--- src/hdl/docq_ram.sv ---
// ----------------------------------------------------------------------------
// docq_ram
// Generic single-write, single-read RAM with registered read data.
// ----------------------------------------------------------------------------
module docq_ram #(
  parameter int WIDTH = 8,
  parameter int DEPTH = 16
) (
  input  logic                     clk,
  input  logic                     we,
  input  logic [$clog2(DEPTH)-1:0] waddr,
  input  logic [WIDTH-1:0]         wdata,
  input  logic [$clog2(DEPTH)-1:0] raddr,
  output logic [WIDTH-1:0]         rdata
);

  logic [WIDTH-1:0] mem [DEPTH];

  always_ff @(posedge clk) begin
    if (we) begin
      mem[waddr] <= wdata;
    end
    rdata <= mem[raddr];
  end

endmodule

--- config.mk ---
export PLATFORM = sky130hd
export DESIGN_NAME = docq_ram
export DESIGN_NICKNAME = d
export VERILOG_FILES = /design/src/hdl/docq_ram.sv
export SDC_FILE = /design/constraint.sdc
export NUM_CORES = 1
export LEC_CHECK = 0
export ABC_AREA = 1
export ABC_CLOCK_PERIOD_IN_PS = 1100
export BUFFER_PORTS_ARGS = -buffer_cell sky130_fd_sc_hd__buf_2
export CORE_MARGIN = 10
export CORE_UTILIZATION = 55
export DETAILED_ROUTE_END_ITERATION = 8
export PLACE_DENSITY = 0.75
export SKIP_CTS_REPAIR_TIMING = 1
export SLEW_MARGIN = 40
export SYNTH_ARGS = -nofsm -noshare
export SYNTH_HDL_FRONTEND = slang
export SYNTH_SLANG_ARGS = --single-unit
--- constraint.sdc ---
create_clock -name clk -period 1.1 [get_ports clk]
set_clock_uncertainty 0.05 [all_clocks]
set_input_delay 0.165 -clock clk [delete_from_list [all_inputs] [get_ports clk]]
set_output_delay 0.165 -clock clk [all_outputs]
set_load 0.01 [all_outputs]
==> results of run 1 <==
[through the flow]
stage	TNS, ps	worst slack, ps	power, mW
after floorplan	-5636	-65.84	6.357
after global placement	-8952	-155.3	6.677
after detailed placement	-11510	-151.9	6.696
after CTS	-769.7	-155.6	12.78
after global routing	-718.0	-114.2	13.17
final	-497.1	-84.69	12.80
[worst paths after layout]
path / cells after the start / to / start / slack (ps)
hold / removal: 1 / mem[0][2]$_DFFE_PP_ / wdata[2] / -1
setup / recovery: 1 / rdata[4] / rdata[4]$_DFF_P_ / -80
setup reg to reg: 6 / rdata[5]$_DFF_P_ / mem[7][5]$_DFFE_PP_ / 70
hold reg to reg: 6 / rdata[6]$_DFF_P_ / mem[10][6]$_DFFE_PP_ / 620
[Yosys cell counts, drive strengths merged]
library cell	n	share of area [%]
edfxtp	128	67
nand2	173	11
dfxtp	8	2.8
nand3	97	8.4
buf	24	2.9
nor2	17	1.1
inv	102	6.6
nand3b	2	0.26
[cells by family (layout without fill, tap and decap cells)]
logic type | Yosys count | after routing
and+or+nand+nor | 289 | 289
DFF | 136 | 136
buffers and inverters | 126 | 192
[sequential cells by signal, summed over array words and instances, names as in the netlist]
register	count
mem	128
rdata	8
[power groups by stage]
| stage | clock network (mW) | registers [mW] | logic, mW |
|---|---|---|---|
| CTS | 6.18 | 5.83 | 0.773 |
| global placement | 0 | 5.93 | 0.746 |
| finish | 6.15 | 5.84 | 0.813 |
| global route | 6.43 | 5.84 | 0.897 |
| floorplan | 0 | 5.95 | 0.412 |
| detailed placement | 0 | 5.93 | 0.762 |
[cells in the final DEF, fill, tap and decap left out, drive strengths merged]
master / synthesis / final
bufinv: 0 / 5
edfxtp: 128 / 128
nand3b: 2 / 2
buf: 24 / 56
clkinvlp: 0 / 3
nand3: 97 / 97
inv: 102 / 102
clkinv: 0 / 3
nor2: 17 / 17
dlygate4sd3: 0 / 2
dfxtp: 8 / 8
clkbuf: 0 / 21
nand2: 173 / 173
[final cells by class]
cell class              count  area (sq um)
flip-flops and latches    136          4010
fillers                   752          3289
multi-input cells         289          1261
repair buffers             58         509.2
clock buffers              21         459.2
inverters                 102         382.9
clock inverters            11         195.2
well taps                 136         170.2
[routing by layer]
layer	share of wire (%)	GRT usage [%]	vias up
met3	6.1	4.775	28
li1	-	-	1879
met2	51	32.03	153
met5	0	0	-
met4	2.3	8.321	0
met1	41	22.93	1891
==> results.tsv, run 1 <==
metric	value	unit
CP peak stage delay	340	ps
Hold Crit Class	in2reg	
Nets	622	
Non-Filler Instances	753	
# setup viols final	8	
routability cong.	0.8430	
total CTS buffers	17	
clock power share	48.1	%
Critical Path Fanout Max	1	
RSZ-0062 raised after global routing	true	
overall die width	122.4	microns
placed inst area	6241	sq um
WL final	13430	microns
Hold WS	-1.018	ps
Worst setup EP type	primary output	
mean post-synth cell area	10.47	sq um
Final ANT Viol Nets	0	
Final Core Density	67.99	%
Detail Placement HPWL	8333	microns
Max Cap Viol	0	
GRT Overall Usage	19.08	%
crit path cell chain	buf_6	
post-route cell area	6988	sq um
failing checks	negative hold slack, negative setup slack	
area growth from synthesis to layout	21.18	%
htree depth	4	
Rows	37	
area of the mapped netlist	5767	sq um
fraction of layout cells with a size suffix above 1	17.34	%
combinational power share	6.4	%
compound-cell area share of the yosys netlist	0	%
Slowest cell on crit path	dfxtp_2	
max-slew violations	0	
Final min period	1185	ps
largest family of logic cells by synthesized area	simple AND/OR/NAND/NOR gates	
placed cell count	719	
Clock Latency Late Sink	520	ps
Antenna Cells	0	
number of global-route vias before repair	4148	
Reg clk slew, reported paths	60	ps
Pre-antenna DRT Iters	7	
Synth Warn #	0	
CTS tree	done	
sequential cell area fraction in the yosys report	69.43	%
routed length per instance	17.83	microns
Final Worst Setup Slack	-84.69	ps
xor/xnor share of the synthesized area	0	%
# IOs	26	
Bufs and invs on worst path	1	
Internal Power	10.17	mW
Cell variety after synth	12	
simple-gate share of the synthesized area	21.05	%
Syn Inst Count	551	
Post-Synth Adder-Cell Area	0	%
startpoint types	flop	
Worst-Margin Slew	400.2	ps
FMAX	0.8441	GHz
status	finished, violations left	
core box area	10280	sq um
WP data required	880	ps
initial antenna violation count	0	
Tcrit/Tclk final	107.7	%
initial drt markers	376	
Initial Util	56.11	%
first-pass GRT wire length	21540	microns
net count after synthesis	569	
Leak	3.048	nW
CP arrival	970	ps
power per cell area	1832	nW/um^2
register bit total from synthesis	136	
sw frac	20.53	%
via count	3951	
DR DRC count	0	
max_slew headroom	73.32	%
NetSw	2.629	mW
gr ovfl total	0	
final hold violation count	3	
root buffer cell	clkbuf_8	
die extent in y	122.4	microns
IO Port Bufs	25	
drt via density	5.247	
Crit path max-delay family	flip-flops	
Clock Tree Buf Depth	2	
post-synthesis mux area share	0	%
Sequential Power Share	45.6	%
worst ir drop on vdd	1.217	mV
crit path kind	reg2out	
largest net degree at the start of global routing	55	
Sink Count	136	
die area	14980	sq um
(Power assumes the default switching activity.)
==> run 2, diff against run 1 <==
--- a/config.mk
+++ b/config.mk
@@ -17,3 +17,4 @@
 export SYNTH_ARGS = -nofsm -noshare
 export SYNTH_HDL_FRONTEND = slang
 export SYNTH_SLANG_ARGS = --single-unit
+export TNS_END_PERCENT = 20
==> run 2 against run 1 <==
  * The flow finishes with violations (negative setup slack)
  * Total power is 7.8% lower
  * Register-to-register slack hardly changed
  * Via count about the same
  * Critical path depth did not move
  * Global-route usage is 1.3 points lower
  * Flip-flop and latch count unchanged
==> results.tsv, run 2 (synthesized netlist as in run 1, its figures left out) <==
metric	value	unit
Tcrit/Tclk final	108.4	%
commonest cells after routing, fill and taps aside	173 x nand2_1, 128 x edfxtp_1, 100 x inv_1	
WP depth	1	
# IOs	26	
max FFs per register	128	
r2r setup slk	60	ps
power per cell area	1715	nW/um^2
htree depth	4	
startpoint types	flop	
GRT Overall Usage	17.79	%
number of global-route vias before repair	3864	
Rows	37	
Initial Util	56.11	%
crit path to	rdata[2]	
worst r2r dst	rdata[1]$_DFF_P_	
Clock Tree Buf Depth	2	
WL final	12740	microns
crit path cell chain	buf_6	
gr ovfl total	0	
total negative slack	-625.5	ps
Final min period	1193	ps
failing checks	negative setup slack	
Slowest cell on crit path	dfxtp_2	
Reg clk slew, reported paths	60	ps
CP peak stage delay	350	ps
WP data required	880	ps
die extent in y	122.4	microns
drt via density	5.209	
Clock Latency Late Sink	530	ps
max_slew headroom	76.18	%
clock power share	43.7	%
overall die width	122.4	microns
Bufs and invs on worst path	1	
Final Worst Setup Slack	-92.78	ps
initial drt markers	424	
area growth from synthesis to layout	19.40	%
IO Port Bufs	25	
final hold violation count	0	
routability cong.	0.8824	
worst ir drop on vdd	1.033	mV
# setup viols final	8	
FMAX	0.8384	GHz
DR DRC count	0	
sw frac	22.94	%
Sink Count	136	
Non-Filler Instances	759	
reg2reg path depth	6	
crit path kind	reg2out	
via count	3954	
first-pass GRT wire length	20030	microns
CTS tree	done	
Final ANT Viol Nets	0	
Worst setup EP type	primary output	
FF-to-FF Start	mem[15][1]$_DFFE_PP_	
largest net degree at the start of global routing	59	
Pre-antenna DRT Iters	5	
Detail Placement HPWL	7910	microns
NetSw	2.708	mW
fraction of layout cells with a size suffix above 1	16.69	%
most common library cell in the layout ignoring fill and taps	nand2_1	
status	finished, violations left	
root buffer cell	clkbuf_8	
Largest Register	mem	
placed cell count	721	
Hold Crit Class	in2reg	
initial antenna violation count	0	
Max Cap Viol	0	
Leak	3.013	nW
Antenna Cells	0	
RSZ-0062 raised after global routing	true	
Critical Path Fanout Max	1	
Worst-Margin Slew	356.9	ps
Setup crit start	rdata[2]$_DFF_P_	
Internal Power	9.098	mW
die area	14980	sq um
Nets	628	
Sequential Power Share	49.5	%
CP arrival	980	ps
top flop regs	mem (128), rdata (8)	
total CTS buffers	17	
max-slew violations	0	
core box area	10280	sq um
pre-CTS setup slack	-132.2	ps
routed length per instance	16.79	microns
Crit path max-delay family	flip-flops	
combinational power share	6.8	%
[run 2: metrics by stage]
step | hold slack (ps) | total power [mW] | util [%] | cell area (sq um)
CTS | -28.73 | 11.75 | 65.56 | 6738
finish | 8.718 | 11.81 | 67.00 | 6885
global placement | 515.6 | 6.642 | 60.26 | 6193
floorplan | 213.9 | 6.354 | - | 5767
global route | 12.08 | 12.18 | 67.00 | 6885
detailed placement | 518.4 | 6.666 | 60.26 | 6193
[run 2: cell type report]
cell class	count	area (sq um)
clock buffers	18	417.9
inverters	102	382.9
fillers	765	3392
well taps	136	170.2
flip-flops and latches	136	4013
clock inverters	14	126.4
repair buffers	64	526.8
multi-input cells	289	1249
[run 2: per-layer routing]
layer	vias to the layer above	global-route usage (%)	wire, microns
met3	14	5.647	851
met4	0	8.100	170
met2	171	28.73	6389
met1	1873	21.47	5331
li1	1896	-	-
met5	-	0	0
[run 2: worst min-delay path by stage]
stage               cells after the start  slack (ps)        startpoint              endpoint
detailed placement                      1         520  rdata[1]$_DFF_P_              rdata[1]
finish                                  1           9          wdata[7]   mem[3][7]$_DFFE_PP_
global placement                        1         520  rdata[1]$_DFF_P_              rdata[1]
global route                            1          10          wdata[7]   mem[7][7]$_DFFE_PP_
CTS                                     1         -30          wdata[5]  mem[10][5]$_DFFE_PP_
floorplan                               0         210          wdata[0]   mem[0][0]$_DFFE_PP_
[run 2: power by group through the flow]
stage / combinational [mW] / sequential (mW) / clock, mW
after floorplan: 0.409 / 5.95 / 0
after global placement: 0.710 / 5.93 / 0
after detailed placement: 0.728 / 5.94 / 0
after CTS: 0.739 / 5.83 / 5.19
after global routing: 0.885 / 5.85 / 5.44
final: 0.801 / 5.84 / 5.16
